--- config.mk ---
export PLATFORM = sky130hd
export DESIGN_NAME = psa_front
export DESIGN_NICKNAME = d
export VERILOG_FILES = /design/src/rtl/psa_pkg.sv /design/src/rtl/psa_front.sv
export SDC_FILE = /design/constraint.sdc
export NUM_CORES = 1
export LEC_CHECK = 0
export BUFFER_PORTS_ARGS = -buffer_cell sky130_fd_sc_hd__buf_2
export CAP_MARGIN = 20
export CORE_MARGIN = 8
export CORE_UTILIZATION = 28
export DETAILED_ROUTE_END_ITERATION = 10
export GPL_ROUTABILITY_DRIVEN = 1
export SYNTH_ARGS = -nofsm -noshare
export SYNTH_HDL_FRONTEND = slang
export SYNTH_SLANG_ARGS = --single-unit
--- constraint.sdc ---
create_clock -name clk -period 5.5 [get_ports clk]
set_clock_uncertainty 0.1 [all_clocks]
set_input_delay 0.275 -clock clk [delete_from_list [all_inputs] [get_ports clk]]
set_output_delay 0.275 -clock clk [all_outputs]
set_load 0.05 [all_outputs]
--- src/rtl/psa_pkg.sv ---
// Package for the Pearson similarity accumulator: default widths, the queue depth
// and the back-end state type, used by the front end, the queue and the back end.
`timescale 1ns / 1ps

package psa_pkg;

  localparam int MaxUsersDefault = 4096;
  localparam int RatingBitsDefault = 8;
  localparam int QueueDepth = 4;

  typedef enum logic [1:0] {
    BK_IDLE,
    BK_MUL,
    BK_ROOT,
    BK_DONE
  } bk_state_t;

endpackage

--- src/rtl/psa_front.sv ---
// Front end: takes rating pairs, keeps the running sums and, on the last user,
// passes a frozen snapshot of the sums to the request queue.
// Depends on psa_pkg.
`timescale 1ns / 1ps

module psa_front #(
  parameter int MAX_USERS = psa_pkg::MaxUsersDefault,
  parameter int RATING_BITS = psa_pkg::RatingBitsDefault,
  parameter int CW = $clog2(MAX_USERS + 1),
  parameter int SW = RATING_BITS + CW,
  parameter int QW = 2 * RATING_BITS + CW
) (
  input  logic                   clk,
  input  logic                   rst,
  input  logic                   in_valid,
  output logic                   in_ready,
  input  logic [RATING_BITS-1:0] x,
  input  logic [RATING_BITS-1:0] y,
  input  logic                   last,
  output logic                   req_valid,
  input  logic                   req_ready,
  output logic [CW-1:0]          req_n,
  output logic [SW-1:0]          req_sx,
  output logic [SW-1:0]          req_sy,
  output logic [QW-1:0]          req_sxx,
  output logic [QW-1:0]          req_syy,
  output logic [QW-1:0]          req_sxy
);

  logic [CW-1:0] n;
  logic [SW-1:0] sx, sy;
  logic [QW-1:0] sxx, syy, sxy;
  logic          take;
  logic          count_it;
  logic [CW-1:0] n_next;
  logic [SW-1:0] sx_next, sy_next;
  logic [QW-1:0] sxx_next, syy_next, sxy_next;

  // A last item needs a free queue slot; other items never stall.
  assign in_ready = !last || req_ready;
  assign take = in_valid && in_ready;
  assign count_it = (x != '0) && (y != '0) && (n < CW'(MAX_USERS));

  always_comb begin
    n_next = n;
    sx_next = sx;
    sy_next = sy;
    sxx_next = sxx;
    syy_next = syy;
    sxy_next = sxy;
    if (count_it) begin
      n_next = n + CW'(1);
      sx_next = sx + SW'(x);
      sy_next = sy + SW'(y);
      sxx_next = sxx + QW'(x * x);
      syy_next = syy + QW'(y * y);
      sxy_next = sxy + QW'(x * y);
    end
  end

  assign req_valid = take && last;
  assign req_n = n_next;
  assign req_sx = sx_next;
  assign req_sy = sy_next;
  assign req_sxx = sxx_next;
  assign req_syy = syy_next;
  assign req_sxy = sxy_next;

  always_ff @(posedge clk) begin
    if (rst) begin
      n <= '0;
      sx <= '0;
      sy <= '0;
      sxx <= '0;
      syy <= '0;
      sxy <= '0;
    end else if (take) begin
      if (last) begin
        n <= '0;
        sx <= '0;
        sy <= '0;
        sxx <= '0;
        syy <= '0;
        sxy <= '0;
      end else begin
        n <= n_next;
        sx <= sx_next;
        sy <= sy_next;
        sxx <= sxx_next;
        syy <= syy_next;
        sxy <= sxy_next;
      end
    end
  end

endmodule

==> summary.md, run 1 <==
| Metric | Value |
|---|---|
| Average size of a mapped cell | 8.15 um2 |
| HPWL after detailed placement | 37300 um |
| Pwr Total | 10.5 mW |
| Layout Cells excl Fill | 2873 |
| Total grt overflow | 0 |
| Post-synth top cells | inv_1 (272), nand2_1 (236), ha_1 (144) |
| CTS tree | built |
| RR Startpoint | sxx[7] |
| Starting Density | 28.1% |
| Post-Route WL | 49400 um |
| Fin crit share | 97.8% |
| Num CTS Buffers | 17 |
| Initial antenna violation count | 1 |
| H-tree levels | 4 |
| Post-layout instance area | 19000 um2 |
| Worst Setup Start Kind | primary input |
| Chip Width | 253 um |
| Post-synthesis sequential area ratio | 18.1% |
| Yosys cell types | 85 |
| Placer Congestion | 0.899 |
| Post-synth EDFFs | 0 |
| Slew Viols, Final | 0 |
| PwrDens | 557 nW/um2 |
| Vias in the first global route | 14000 |
| Yosys top cell area share | 18.1% |
| Largest net degree at the start of global routing | 60 |
| Peak supply drop | 0.421 mV |
| Final hold slack | 0.136 ns |
| Most frequent cell after synthesis | inv_1 |
| CP Capture Type | output pin |
| Synth warn | 0 |
| Max Clk Rate | 186 MHz |
| Core Region | 56000 um2 |
| R2R cell count | 18 |
| Clock sinks | 142 |
| Diodes inserted | 0 |
| CP Class | primary input to output pin |
| Worst Setup SP | x[2] |
| Top_reg_cell synth | dfxtp_1 |
| Full die area | 64000 um2 |
| Clock root cell | clkbuf_16 |
| Critical Path End | req_sxy[14] |
| Syn nets | 2222 |
| Worst Max-Slew Pin Slew | 0.786 ns |
| Clk slew on worst S/H paths | 0.06 ns |
| Placed cell count | 2829 |
| RSZ-0062 raised after global routing | yes |
| R2R Path End | sxx[23] |
| Site row count | 87 |
| Netlist Area Pre-Place | 15700 um2 |
| Share of cells above drive strength 1 | 19.4% |
| Clk buf depth | 2 |
| Vias | 14100 |
| Final core occ | 33.9% |
| Largest area contributor in the synthesized netlist | dfxtp_1 |
| I/O Buffers | 164 |
| First-pass GRT wire length | 77900 um |
| Ys async rst share | 0% |
| Hold Vio Cnt, Final | 0 |
| Worst-Skew Late Latency | 0.48 ns |
| Final setup fails | 0 |
| Residual DRC count | 0 |
| P&R area growth vs syn | 20.5% |
| Total GRT Usage | 15.5% |
| Mapped Cells | 1931 |
| Die Y | 253 um |
| 1st-pass router iterations | 5 |
| Num ports | 165 |
| Crit path DAT | 5.01 ns |
| Outcome | complete, no violations |
| Max Cap Viol | 0 |
| Reg2Reg Setup Slack | 0.63 ns |
| 1st-iter DRT viols | 797 |
| Leak | 8.99 nW |
| Tmin final | 5.38 ns |
| Largest cells by area after synthesis | dfxtp_1 (18%), fa_1 (16%), ha_1 (11%), inv_1 (6.5%), nand2_1 (5.6%) |
| Avg WL per Cell | 17.2 um |
| Required @ worst endpoint | 5.12 ns |
| Yosys reg bits | 142 |
| Post-route ant nets | 0 |
| Cell Area, Placed | 17700 um2 |
| FILL cells | 5947 |
| Via density | 4.92 |
| Maximum fanout along the worst path | 17 |
| Slew margin rel. | 47.6% |
| # nets final | 2396 |
| Worst Hold Class | primary input to flop |
## power by group
| group | total (mW) | internal, mW | leakage (nW) | switching, mW |
|---|---|---|---|---|
| sequential | 1.21 | 1.12 | 1.15 | 0.0817 |
| clock | 1.21 | 0.681 | 0.277 | 0.534 |
| combinational | 8.13 | 2.58 | 7.56 | 5.55 |
| total | 10.5 | 4.38 | 8.99 | 6.17 |
## metrics by stage
step	worst slack [ns]	TNS, ns
finish	0.119	0
detailed placement	-0.0972	-0.383
CTS	0.0000857	0
global placement	0.0612	0
floorplan	0.00200	0
global route	-0.0688	-0.276
## kinds of logic after synthesis
logic type	share of synthesized area (%)
xor+xnor	7.07
flops	18.1
simple gates	18.0
buf+inv	9.14
fa+ha+maj	27.5
compound gates	18.7
mux	1.59
## cell usage in the layout, fill, tap and decap left out, types with 13 or more instances in the layout
| master | instances |
|---|---|
| o21ai_0 | 53 |
| dfxtp_1 | 139 |
| nor2_1 | 105 |
| buf_2 | 114 |
| inv_1 | 265 |
| and3_1 | 22 |
| ha_1 | 137 |
| a31oi_1 | 27 |
| xnor2_1 | 82 |
| clkbuf_4 | 17 |
| nand2_1 | 234 |
| a22oi_1 | 42 |
| o21ai_2 | 13 |
| xor2_1 | 29 |
| clkbuf_16 | 17 |
| fa_1 | 124 |
| nand3_1 | 28 |
| a22o_1 | 29 |
| a21oi_1 | 64 |
| o21ai_1 | 34 |
| mux2_2 | 16 |
| a21o_1 | 37 |
| buf_4 | 108 |
| and2_1 | 82 |
| nor3_1 | 20 |
| nand4_1 | 16 |
## state kept, by name, summed over array words and instances (netlist names)
signal / flops
n: 13
sxx: 29
syy: 29
sx: 21
sy: 21
sxy: 29
## repair_timing
| action | CTS | global route |
|---|---|---|
| hold buffers | 1 | 0 |
| endpoints found under the hold margin | 1 | 0 |
| resized for setup | 47 | 99 |
| setup endpoints to repair | 34 | 49 |
| buffers inserted | 4 | 8 |
| pin swaps | 11 | 44 |
## critical path, stage by stage
cell,delay (ns)
clkbuf_4,0.22
and2_1,0.20
fa_1,0.52
fa_1,0.53
fa_1,0.55
inv_1,0.05
fa_1,0.52
inv_1,0.04
ha_1,0.33
a21oi_2,0.24
o211ai_1,0.25
buf_4,0.22
a41oi_4,0.16
nor2_1,0.08
a211oi_2,0.21
xnor2_1,0.13
mux2_2,0.30
buf_12,0.15
## how the worst min path moves through the flow
| stage | to | slack [ns] | startpoint | depth (start not counted) |
|---|---|---|---|---|
| final | n[3] | 0.14 | last | 3 |
| after global routing | n[3] | 0.14 | last | 3 |
| after CTS | n[3] | 0.08 | last | 3 |
| after detailed placement | sxy[26] | 0.35 | sxy[26] | 1 |
| after global placement | sxy[26] | 0.35 | sxy[26] | 1 |
| after floorplan | sxy[26] | 0.33 | sxy[26] | 1 |
## final cells by class
type,instances,area [um2],share of cell area (%)
well taps,756,946,4.99
inverters,273,1030,5.43
multi-input cells,1423,11900,62.9
clock buffers,20,447,2.36
repair buffers,248,1640,8.63
clock inverters,11,133,0.700
flip-flops and latches,142,2850,15.0
## routing by layer
metal	track usage [%]	part of all wire, %	up-vias
met5	0	0	-
met4	5.56	2.8	0
met3	3.18	4.8	62
met2	24.7	46	306
met1	20.5	46	6925
li1	-	-	6835
No activity file was read; power rests on OpenSTA's default activity.
==> inputs of run 2 (changes only) <==
CORE_UTILIZATION = 32   (was 28)
GPL_TIMING_DRIVEN = 0   (was default)
==> summary.md, run 2 (synthesis gave the netlist of run 1 again) <==
| Metric | Value |
|---|---|
| CP cell instances | buf_2 > buf_12 > buf_12 > and2_1 > fa_1 > fa_1 > fa_1 > inv_1 > fa_1 > inv_1 > ha_1 > nand2_1 > o21ai_1 > nand3b_1 > a31oi_4 > o211ai_1 > xnor2_1 > buf_4 |
| Chip Width | 238 um |
| Slew Viols, Final | 0 |
| CP max-delay cell | fa_1 |
| Pwr Total | 10.5 mW |
| Worst Hold Class | primary input to flop |
| WP depth | 18 |
| Clock sinks | 142 |
| Largest net degree at the start of global routing | 17 |
| Worst Max-Slew Pin Slew | 1.06 ns |
| Post-Route WL | 55200 um |
| Required @ worst endpoint | 5.12 ns |
| Hold Vio Cnt, Final | 0 |
| FILL cells | 4940 |
| Die Y | 238 um |
| Max Cap Viol | 0 |
| # nets final | 2431 |
| HPWL after detailed placement | 42100 um |
| RSZ-0062 raised after global routing | yes |
| Maximum fanout along the worst path | 10 |
| RR Startpoint | sxy[4] |
| CP Capture Type | output pin |
| Via density | 5.24 |
| Final setup fails | 0 |
| Num CTS Buffers | 17 |
| Site row count | 81 |
| Full die area | 56500 um2 |
| HP Start | rst |
| Vias in the first global route | 14200 |
| Worst path most repeated cell | fa_1 |
| Placer Congestion | 0.880 |
| Placed cell count | 2759 |
| 1st-pass router iterations | 5 |
| Hold Buf Count CTS | 0 |
| P&R area growth vs syn | 20.6% |
| Worst-Skew Late Latency | 0.49 ns |
| Vias | 14800 |
| PwrDens | 552 nW/um2 |
| Peak supply drop | 0.661 mV |
| Clk slew on worst S/H paths | 0.08 ns |
| Worst Setup SP | x[5] |
| Worst Setup Start Kind | primary input |
| Worst Path Buf+Inv | 6 |
| Cell family with the largest share of critical-path delay | adder cells |
| Starting Density | 32.3% |
| CTS tree | built |
| Initial antenna violation count | 0 |
| Total GRT Usage | 19.2% |
| 1st-iter DRT viols | 1071 |
| Regs by FF count | sxx x29, sxy x29, syy x29 |
| I/O Buffers | 164 |
| Post-route ant nets | 0 |
| Clk buf depth | 2 |
| Diodes inserted | 0 |
| Min-Delay Path Depth | 4 |
| First-pass GRT wire length | 83800 um |
| Total grt overflow | 0 |
| Final hold slack | 0.160 ns |
| Outcome | complete, no violations |
| CP peak stage delay | 0.61 ns |
| Crit path DAT | 5.04 ns |
| R2R cell count | 22 |
| CP Class | primary input to output pin |
| Share of cells above drive strength 1 | 18.3% |
| Max Clk Rate | 185 MHz |
| Most frequent cells in the layout | inv_1 (272), nand2_1 (234), buf_2 (144), dfxtp_1 (141), ha_1 (134) |
| Leak | 8.97 nW |
| H-tree levels | 4 |
| Most common cell after layout, fill and taps aside | inv_1 |
| Clock root cell | clkbuf_16 |
| Num ports | 165 |
| Slew margin rel. | 29.2% |
| Layout Cells excl Fill | 2817 |
| Fin crit share | 98.4% |
| Tmin final | 5.41 ns |
| Core Region | 48700 um2 |
| Avg WL per Cell | 19.6 um |
| Residual DRC count | 0 |
[run 2: cell types whose count changed in the layout (fill, tap and decap cells not counted), moves of 7 or more]
cell      before  now
buf_2        114  144
clkbuf_1       2   46
buf_4        108   59
inv_1        265  272
[run 2: layout make-up]
cell class | count | area [um2] | area share [%]
clock inverters | 15 | 151 | 0.798
multi-input cells | 1423 | 12000 | 63.1
inverters | 273 | 1020 | 5.40
well taps | 664 | 831 | 4.38
plain buffers | 91 | 547 | 2.88
repair buffers | 192 | 1170 | 6.17
flip-flops and latches | 142 | 2840 | 15.0
clock buffers | 17 | 425 | 2.24
[run 2: worst paths after layout]
| path | slack [ns] | endpoint |
|---|---|---|
| setup / recovery | 0.09 | req_sxx[22] |
| setup reg to reg | 0.64 | sxy[25] |
| hold reg to reg | 0.39 | sxx[28] |
| hold / removal | 0.16 | sy[20] |
[run 2: routing by layer]
metal  share of wire, %  track usage, %
met4                2.8            6.85
met3                7.1            4.33
met1                 43            24.9
met2                 47            31.0
met5                  0               0
[run 2: what timing repair did]
| item | CTS | global route |
|---|---|---|
| endpoints found under the setup margin | 59 | 54 |
| pin swaps | 22 | 38 |
| gates resized for setup | 99 | 123 |
| buffers inserted | 13 | 15 |
[run 2: where the power goes]
group	internal [mW]	switching (mW)
Sequential	1.12	0.0783
Clock	0.601	0.595
Combinational	2.47	5.60
[run 2: worst register-to-register path, delay by kind of cell, from the launching register on]
kind	cells	cell delay, ns
buf+inv	10	1.04
compound gates	5	0.97
simple gates	2	0.13
fa+ha+maj	5	2.22
flops	1	0.33
[run 2: stage by stage]
| stage | utilization [%] | setup slack [ns] | area (um2) | TNS (ns) |
|---|---|---|---|---|
| final | 38.9 | 0.0875 | 19000 | 0 |
| after detailed placement | 35.7 | -0.971 | 17400 | -36.42 |
| after floorplan | - | 0.00200 | 15800 | 0 |
| after global routing | 38.9 | -0.0250 | 19000 | -0.0581 |
| after global placement | 35.7 | -0.891 | 17400 | -30.96 |
| after CTS | 37.8 | 0.000282 | 18400 | 0 |
