### src/rtl/psa_pkg.sv
// Package for the Pearson similarity accumulator: default widths, the queue depth
// and the back-end state type, used by the front end, the queue and the back end.
`timescale 1ns / 1ps

package psa_pkg;

  localparam int MaxUsersDefault = 4096;
  localparam int RatingBitsDefault = 8;
  localparam int QueueDepth = 4;

  typedef enum logic [1:0] {
    BK_IDLE,
    BK_MUL,
    BK_ROOT,
    BK_DONE
  } bk_state_t;

endpackage

### src/rtl/psa_queue.sv
// Small request queue between the front end and the back end.
// Depends on psa_pkg for its depth.
`timescale 1ns / 1ps

module psa_queue #(
  parameter int W = 8
) (
  input  logic         clk,
  input  logic         rst,
  input  logic         wr_valid,
  output logic         wr_ready,
  input  logic [W-1:0] wr_data,
  output logic         rd_valid,
  input  logic         rd_ready,
  output logic [W-1:0] rd_data
);

  localparam int AW = $clog2(psa_pkg::QueueDepth);

  logic [W-1:0] mem [psa_pkg::QueueDepth];
  logic [AW-1:0] wp, rp;
  logic [AW:0] fill;
  logic wr, rd;

  assign wr_ready = fill != (AW + 1)'(psa_pkg::QueueDepth);
  assign rd_valid = fill != '0;
  assign wr = wr_valid && wr_ready;
  assign rd = rd_valid && rd_ready;
  assign rd_data = mem[rp];

  always_ff @(posedge clk) begin
    if (wr) begin
      mem[wp] <= wr_data;
    end
  end

  always_ff @(posedge clk) begin
    if (rst) begin
      wp <= '0;
      rp <= '0;
      fill <= '0;
    end else begin
      if (wr) begin
        wp <= wp + AW'(1);
      end
      if (rd) begin
        rp <= rp + AW'(1);
      end
      fill <= fill + (AW + 1)'(wr) - (AW + 1)'(rd);
    end
  end

endmodule

### config.mk
export PLATFORM = sky130hd
export DESIGN_NAME = psa_queue
export DESIGN_NICKNAME = d
export VERILOG_FILES = /design/src/rtl/psa_pkg.sv /design/src/rtl/psa_queue.sv
export SDC_FILE = /design/constraint.sdc
export NUM_CORES = 1
export LEC_CHECK = 0
export BUFFER_PORTS_ARGS = -buffer_cell sky130_fd_sc_hd__buf_2
export CORE_ASPECT_RATIO = 1.5
export CORE_MARGIN = 10
export CORE_UTILIZATION = 53
export CTS_BUF_LIST = sky130_fd_sc_hd__clkbuf_8
export DETAILED_ROUTE_END_ITERATION = 12
export GPL_TIMING_DRIVEN = 0
export PLACE_DENSITY = 0.77
export SYNTH_ARGS = -nofsm -noshare
export SYNTH_HDL_FRONTEND = slang
export SYNTH_SLANG_ARGS = --single-unit
### constraint.sdc
create_clock -name clk -period 2.1 [get_ports clk]
set_input_delay 0.21 -clock clk [delete_from_list [all_inputs] [get_ports clk]]
set_output_delay 0.21 -clock clk [all_outputs]
set_load 0.1 [all_outputs]
==> results of run 1 <==
-- per-layer routing --
layer | wire length [um] | GRT usage, % | vias up | part of all wire (%)
met3 | 125 | 4.051 | 8 | 4.5
met5 | 0 | 0 | - | 0
met4 | 91 | 5.273 | 0 | 3.3
li1 | - | - | 398 | -
met1 | 1088 | 10.64 | 406 | 39
met2 | 1472 | 18.17 | 23 | 53
-- logic make-up after synthesis --
group	share of synthesized area, %
DFF	69.30
and+or+nand+nor	6.308
muxes	12.46
buffers and inverters	2.280
adders and majority gates	5.775
AOI/OAI and AO/OA	2.280
xor gates and xnor gates	1.596
-- how the worst min path moves through the flow --
stage | startpoint | end
3_5_place_dp | wr_data[5] | mem[2][5]
3_3_place_gp | wr_data[6] | mem[1][6]
2_1_floorplan | wr_data[0] | mem[0][0]
4_1_cts | wr_data[6] | mem[3][6]
5_1_grt | wr_data[5] | mem[1][5]
6_report | wr_data[6] | mem[0][6]
-- sequential cells by signal, summed over array words and instances, names as in the netlist, named ones only --
register,cells
fill,3
wp,2
mem,32
rp,2
-- cells in the final DEF, fill, tap and decap left out, types with 2 or more instances in the layout --
cell	n
dfxtp_4	2
nand2b_1	2
clkbuf_8	6
ha_4	2
edfxtp_1	32
ha_1	4
dfxtp_1	6
and2_1	4
inv_1	3
mux4_2	8
nor2_1	7
clkbuf_1	2
buf_4	4
buf_2	20
-- metrics by stage --
stage	utilization, %	hold slack [ns]	std cells	setup TNS (ns)
CTS	65.35	0.1273	161	0
global placement	61.05	0.4209	150	-0.07067
finish	67.18	0.1361	162	0
global route	67.18	0.1335	162	-0.03406
detailed placement	61.05	0.4288	150	-0.1051
floorplan	-	0.3089	91	0
-- worst register-to-register path, delay by kind of cell, from the launching register on --
kind                     cells  cell delay, ns
AO/OA/AOI/OAI                1            0.36
XOR/XNOR                     1            0.16
adder cells (fa/ha/maj)      3            0.75
buffers and inverters        2            0.10
flip-flops                   1            0.38
AND/OR/NAND/NOR              2            0.19
-- area by class of cell --
type	count	area, um2
Sequential cell	41	1150
Fill cell	215	965.9
Multi-Input combinational cell	42	516.7
Timing Repair Buffer	24	130.1
Clock buffer	6	82.58
Tap cell	39	48.80
Inverter	5	21.27
Buffer	3	18.77
Clock inverter	2	8.758
-- what timing repair did --
item | CTS | global route
gates resized for setup | 3 | 12
pin swaps | 1 | 3
gates cloned | 0 | 0
setup endpoints to repair | 1 | 1
buffers inserted | 3 | 1
==> flow_metrics.tcl, run 1 <==
set metrics [dict create \
    status "finished, final reports clean" \
    clk_latency_ns 0.28 \
    netlist_area_um2 1647 \
    clk_pin_slew_worst_paths_ns 0.07 \
    critPathMaxStageDelay_ns 0.40 \
    synth_fp_nets 110 \
    synth_area_per_cell_um2 18.09 \
    synth_edf_count 32 \
    crit_path_end "fill[2]" \
    core-area_um2 2943 \
    ys_async_sr_fraction_pct 0 \
    die_x_um 65.51 \
    worstPathArrival_ns 2.23 \
    via_per_inst 5.154 \
    finalHoldViolations 0 \
    globalplace.congestion 0.7183 \
    dieArea_um2 5782 \
    end_kind "register" \
    yosysMostFrequentCell "edfxtp_1" \
    grt_max_degree 13 \
    antenna_cells 0 \
    fin_crit_sh_pct 98.39 \
    stdcell_area_um2 1977 \
    synth_top_cells_by_area "edfxtp_1 58%, dfxtp_1 11%, mux4_2 11%, ha_1 4.6%, nor2_1 1.6%" \
    setup_viol 0 \
    reg2reg_slack_ns 0.03 \
    synth-warning-count 0 \
    rsz0062_at_grt "true" \
    portBuffers 20 \
    crit_path_start_kind "register" \
    clockRootBuffer "clkbuf_8" \
    grt_pass1_vias 938 \
    achievable-frequency_ghz 0.4840 \
    synthTopCellsByCount "32 x edfxtp_1, 9 x dfxtp_1, 8 x mux4_2" \
    critPathRequiredTime_ns 2.26 \
    fin_crit_ns 2.066 \
    ant_nets 0 \
    drt-total-wl_mm 2.777 \
    yosysTopAreaCell "edfxtp_1" \
    crit_family "adder cells" \
    placed_area_um2 1797 \
    io_pins 22 \
    cts_buffers 5 \
    path_buf_inv 2 \
    ys_seq_area_share_pct 69.30 \
    cts_tree "done" \
    ys.flop_type "edfxtp_1" \
    finalMaxSlewViolations 0 \
    r2r-end "fill[2]" \
    gr-usage-all-layers_pct 10.46 \
    fin_skew_ns 0.003456 \
    drv_cap 0 \
    wl_per_cell_um 17.14 \
    drtIter0Drc 19 \
    fin_nets 141 \
    drive_gt1_share_pct 44.72 \
    cp_slowest_cell "fa_2" \
    dp_hpwl_mm 1.809 \
    dp_slack_ns -0.1051 \
    worstHoldPathType "input port to register" \
    grt-ovfl-total 0 \
    antenna_found_initial 0 \
    timing.rr.start "fill[0]" \
    rows 24 \
    synth_cell_types 24 \
    ys_ff_latch 41 \
    crit_path_max_fanout 5 \
    cts_sinks 41 \
    synthesis.instances 91 \
    setup_ws_ns 0.03382 \
    worstHoldPathCells 1 \
    crit_type "register to register" \
    r2r_cells 9 \
    critPathLaunch "fill[0]" \
    crit_cells 9 \
    drcViolationCount 0 \
    syn2layout_area_growth_pct 20.06 \
    dr.pass1.iters 4 \
    htreeDepth 2 \
    synth.top_cell.area_share_pct 58.36 \
    cts_hold_buf 0 \
    grt_pass1_wl_mm 4.464 \
    critPathMostFrequentCell "ha_4" \
    clock_path_buffers 2 \
    start_util_pct 55.95 \
    worstMarginPinSlew_ns 0.4917 \
    path_cells "o31a_4 -> ha_4 -> inv_2 -> ha_4 -> inv_4 -> fa_2 -> xor2_2 -> and2_4 -> nor3_2" \
    vias 835 \
    fp.dieH_um 88.27 \
    slew_headroom_pct 67.44 \
]
Power of run 1 is not shown: default switching activity piles up to over one toggle a cycle in this logic, so the estimate is an artifact.
==> inputs of run 2 (changes only) <==
CORE_UTILIZATION = 63   (was 53)
PLACE_DENSITY = 0.86   (was 0.77)
clock period = 2.7 ns   (was 2.1 ns; I/O delays follow)
==> flow_metrics.tcl, run 2 (synthesis results as in run 1) <==
set metrics [dict create \
    post_cts_buffers 0 \
    achievable-frequency_ghz 0.4332 \
    final_common_cell "edfxtp_1" \
    crit_type "register to register" \
    largest_register_ffs 32 \
    cts_resized 0 \
    stdcell_area_um2 1858 \
    clock_path_buffers 2 \
    finalHoldViolations 0 \
    setup_viol 0 \
    placed_area_um2 1777 \
    grt-ovfl-total 0 \
    grt_max_degree 13 \
    fin_nets 137 \
    worstHoldPathType "input port to register" \
    end_kind "register" \
    start_util_pct 66.46 \
    fin_crit_sh_pct 85.50 \
    grt_pass1_wl_mm 4.050 \
    cts_hold_buf 0 \
    crit_path_start_kind "register" \
    wl_per_cell_um 17.69 \
    met2_length_mm 1.404 \
    rows 22 \
    portBuffers 20 \
    cts_tree "done" \
    status "finished, final reports clean" \
    ant_nets 0 \
    fill_cells 159 \
    via_per_inst 5.692 \
    io_pins 22 \
    htreeDepth 2 \
    critPathRequiredTime_ns 2.91 \
    clockRootBuffer "clkbuf_8" \
    syn2layout_area_growth_pct 12.84 \
    worstMarginPinSlew_ns 0.4936 \
    globalplace.congestion 0.7345 \
    grt_pass1_vias 873 \
    antenna_found_initial 0 \
    worstPathArrival_ns 2.52 \
    r2r_cells 11 \
    fin_skew_ns 0.01044 \
    die_x_um 61.74 \
    holdCritStartpoint "wr_data[4]" \
    rsz0062_at_grt "false" \
    vias 814 \
    final_cell_mix "32 x edfxtp_1, 20 x buf_2, 9 x dfxtp_1" \
    routed.top_layer "met4" \
    reg_top3 "mem: 32 flops, fill: 3 flops" \
    setup_tns_ns 0 \
    drcViolationCount 0 \
    cts_sinks 41 \
    fp.dieH_um 82.62 \
    gr-usage-all-layers_pct 11.52 \
    dr.pass1.iters 4 \
    wl_met1_um 921 \
    fin_crit_ns 2.309 \
    slew_headroom_pct 67.32 \
    reg2reg_slack_ns 0.39 \
    wl_met3_um 146 \
    core-area_um2 2477 \
    clk_latency_ns 0.28 \
    antenna_cells 0 \
    drtIter0Drc 15 \
    drv_cap 0 \
    timing.rr.start "fill[1]" \
    dp_hpwl_mm 1.918 \
    largest-register "mem" \
    finalMaxSlewViolations 0 \
    drt-total-wl_mm 2.529 \
    worstHoldPathCells 1 \
    dieArea_um2 5101 \
    r2r-end "fill[2]" \
    cts_buffers 5 \
    hold_path_end "mem[1][4]" \
    crit_path_max_fanout 7 \
    drive_gt1_share_pct 34.45 \
    clk_pin_slew_worst_paths_ns 0.07 \
]
==> run 2: cell type report <==
class / instances / area, um2 / share of cell area (%)
flip-flops and latches: 41 / 1141 / 61.41
multi-input cells: 42 / 467.9 / 25.19
repair buffers: 20 / 100.1 / 5.387
clock buffers: 5 / 68.82 / 3.704
well taps: 24 / 30.03 / 1.616
plain buffers: 3 / 18.77 / 1.010
inverters: 5 / 18.77 / 1.010
clock inverters: 3 / 12.51 / 0.6734
==> run 2: worst max-delay path by stage <==
stage	slack, ns	to	startpoint	depth (start not counted)
2_1_floorplan	0.57	fill[2]	fill[1]	11
3_3_place_gp	0.47	fill[2]	fill[1]	11
3_5_place_dp	0.40	fill[2]	fill[1]	11
4_1_cts	0.37	fill[2]	fill[1]	11
5_1_grt	0.25	fill[2]	fill[1]	11
6_report	0.39	fill[2]	fill[1]	11
==> run 2: metal layers <==
metal | GRT usage (%) | up-vias
li1 | - | 389
met1 | 10.49 | 391
met2 | 21.01 | 28
met3 | 4.122 | 6
met4 | 6.502 | 0
met5 | 0 | -
==> run 2: worst max-delay path, cell delays in order (launching register included) <==
cell and delay (ns):
dfxtp_1 0.47, nor2_2 0.10, a21boi_4 0.25, inv_1 0.08, ha_1 0.29, inv_1 0.05, ha_1 0.12, inv_1 0.04
fa_1 0.37, xor2_1 0.16, and2_2 0.21, nor3_2 0.09
==> run 2: metrics by stage <==
step	hold slack (ns)	cells	setup slack, ns	util, %
after floorplan	0.3689	91	0.5698	-
after global placement	0.4795	135	0.4669	71.72
after detailed placement	0.4966	135	0.3980	71.72
after CTS	0.1970	143	0.3698	75.00
after global routing	0.1979	143	0.2467	75.00
final	0.1980	143	0.3915	75.00
Power of run 2 is left out for the same reason.
==> inputs of run 3 (changes only) <==
ABC_AREA = 1   (was default)
GPL_TIMING_DRIVEN = default   (was 0)
==> flow_metrics.tcl, run 3 <==
set metrics [dict create \
    status "finished, final reports clean" \
    globalplace.congestion 0.7099 \
    final_cell_mix "32 x edfxtp_1, 28 x nor2_1, 21 x buf_2" \
    p_sw_w 0.001075 \
    largest_register_ffs 32 \
    antenna_cells 0 \
    syn2layout_area_growth_pct 13.96 \
    p_int_w 0.001229 \
    yosysMostFrequentCell "edfxtp_1" \
    dp_hpwl_mm 2.165 \
    cts_buffers 5 \
    leakagePower_nw 0.7547 \
    reg_top3 "mem: 32 flops, fill: 3 flops" \
    fin_crit_sh_pct 81.77 \
    r2r-end "fill[2]" \
    htreeDepth 2 \
    hold_path_end "fill[0]" \
    drive_gt1_share_pct 20.24 \
    cts_resized 0 \
    synth_fp_nets 160 \
    setup_tns_ns 0 \
    critPathRequiredTime_ns 2.43 \
    clk_pin_slew_worst_paths_ns 0.07 \
    via_per_inst 5.387 \
    gr-usage-all-layers_pct 11.78 \
    fp.dieH_um 83.18 \
    grt_pass1_vias 1175 \
    vias 1099 \
    ant_nets 0 \
    switching_share_pct 46.67 \
    io_pins 22 \
    crit_path_start_kind "register" \
    slew_headroom_pct 46.26 \
    rows 22 \
    grt_pass1_wl_mm 4.850 \
    holdWs_ns 0.1564 \
    finalHoldViolations 0 \
    worstPathArrival_ns 1.94 \
    grt-ovfl-total 0 \
    ir_drop_mv 0.8454 \
    ys_seq_area_share_pct 68.06 \
    drt-total-wl_mm 3.115 \
    combinationalPowerShare_pct 43.1 \
    core-area_um2 2505 \
    synth_cell_types 18 \
    dr.pass1.iters 4 \
    clockPowerShare_pct 19.9 \
    finalMaxSlewViolations 0 \
    start_util_pct 66.93 \
    path_cells "inv_2 -> o21ai_0 -> o22ai_1 -> buf_2" \
    synth_edf_count 32 \
    power.sequential.fraction_pct 36.9 \
    cts_sinks 41 \
    largest-register "mem" \
    clk_latency_ns 0.29 \
    crit_path_max_fanout 17 \
    fin_crit_ns 2.208 \
    r2r_cells 10 \
    synth.top_cell.area_share_pct 57.31 \
    grt_max_degree 18 \
    holdCritStartpoint "rst" \
    netlist_area_um2 1677 \
    setup_viol 0 \
    cts_hold_buf 0 \
    post_cts_buffers 0 \
    portBuffers 21 \
    achievable-frequency_ghz 0.4529 \
    clockRootBuffer "clkbuf_8" \
    fin_skew_ns 0.003840 \
    cts_tree "done" \
    fin_nets 186 \
    synth_top_cells_by_area "edfxtp_1 57%, dfxtp_1 11%, nor2_1 6.3%, ha_1 4.5%, o21ai_0 3.9%" \
    drcViolationCount 0 \
    wl_per_cell_um 15.27 \
    worstMarginPinSlew_ns 0.8031 \
    synth_area_per_cell_um2 11.89 \
    ys_ff_latch 41 \
    worstHoldPathCells 2 \
    synthTopCellsByCount "32 x edfxtp_1, 28 x nor2_1, 15 x inv_1" \
    end_kind "primary output" \
    timing.rr.start "fill[1]" \
    reg2reg_slack_ns 0.66 \
    critPathMaxStageDelay_ns 0.71 \
    final_common_cell "edfxtp_1" \
    worstHoldPathType "input port to register" \
    drtIter0Drc 75 \
    ys.flop_type "edfxtp_1" \
    synth-warning-count 0 \
    die_x_um 62.12 \
    clock_path_buffers 2 \
    crit_type "register to primary output" \
    synthesis.instances 141 \
    p_per_area_nw_per_um2 1206 \
    ys_async_sr_fraction_pct 0 \
    drv_cap 0 \
    yosysTopAreaCell "edfxtp_1" \
    antenna_found_initial 0 \
    cp_slowest_cell "dfxtp_1" \
    dieArea_um2 5167 \
    rsz0062_at_grt "false" \
]
[run 3: cell types whose count changed in the layout (fill, tap and decap cells not counted), moves of 3 or more]
cell / before / now
a21oi_1: 0 / 4
and2_1: 4 / 0
inv_1: 7 / 16
mux4_2: 8 / 0
nand2_1: 1 / 10
nand3_1: 0 / 3
nor2_1: 7 / 28
o21ai_0: 0 / 13
o21ai_2: 0 / 3
o22ai_1: 0 / 8
[run 3: worst max path at each step]
stage	cells after the start	endpoint	slack [ns]
after floorplan	4	rd_data[2]	0.33
after global placement	10	fill[2]	0.80
after detailed placement	10	fill[2]	0.67
after CTS	4	rd_data[0]	0.50
after global routing	4	rd_data[0]	0.29
final	4	rd_data[0]	0.49
[run 3: per-stage QoR]
step                      power, W  util (%)  worst slack (ns)  cells  area (um2)
after floorplan           0.001695         -            0.3288    141        1677
after global placement    0.001818     72.03            0.8034    196        1804
after detailed placement  0.001860     72.03            0.6740    196        1804
after CTS                 0.002313     76.27            0.5040    204        1911
after global routing      0.002412     76.27            0.2912    204        1911
final                     0.002304     76.27            0.4922    204        1911
[run 3: critical path, delay by kind of cell, from the launching register on]
family,cells,cell delay [ns]
flops,1,0.71
buf+inv,2,0.57
compound gates,2,0.36
[run 3: power groups by stage]
stage          registers (W)  logic (W)  clock network [W]
2_1_floorplan       0.000836   0.000859                  0
3_3_place_gp        0.000857   0.000961                  0
3_5_place_dp        0.000864   0.000996                  0
4_1_cts             0.000851    0.00100           0.000461
5_1_grt             0.000865    0.00106           0.000482
6_report            0.000851   0.000994           0.000459
[run 3: logic make-up after synthesis]
kind of cell	share of synthesized area, %
AND/OR/NAND/NOR	10.52
flip-flops	68.06
AO/OA/AOI/OAI	10.82
buffers and inverters	4.925
adder cells (fa/ha/maj)	5.672
[run 3: per-layer routing]
layer  vias to the layer above  global-route usage [%]  wire length (um)
met3                         6                   4.704               186
met5                         -                       0                 0
met2                        38                   20.34              1718
met1                       519                   10.63              1152
met4                         0                   8.940                57
li1                        536                       -                 -
[run 3: area by class of cell]
class / count / area [um2]
Inverter: 16 / 60.06
Multi-Input combinational cell: 82 / 452.9
Sequential cell: 41 / 1141
Clock buffer: 5 / 68.82
Tap cell: 36 / 45.04
Fill cell: 166 / 594.3
Clock inverter: 3 / 37.54
Timing Repair Buffer: 21 / 105.1
No activity file was read; power rests on OpenSTA's default activity.
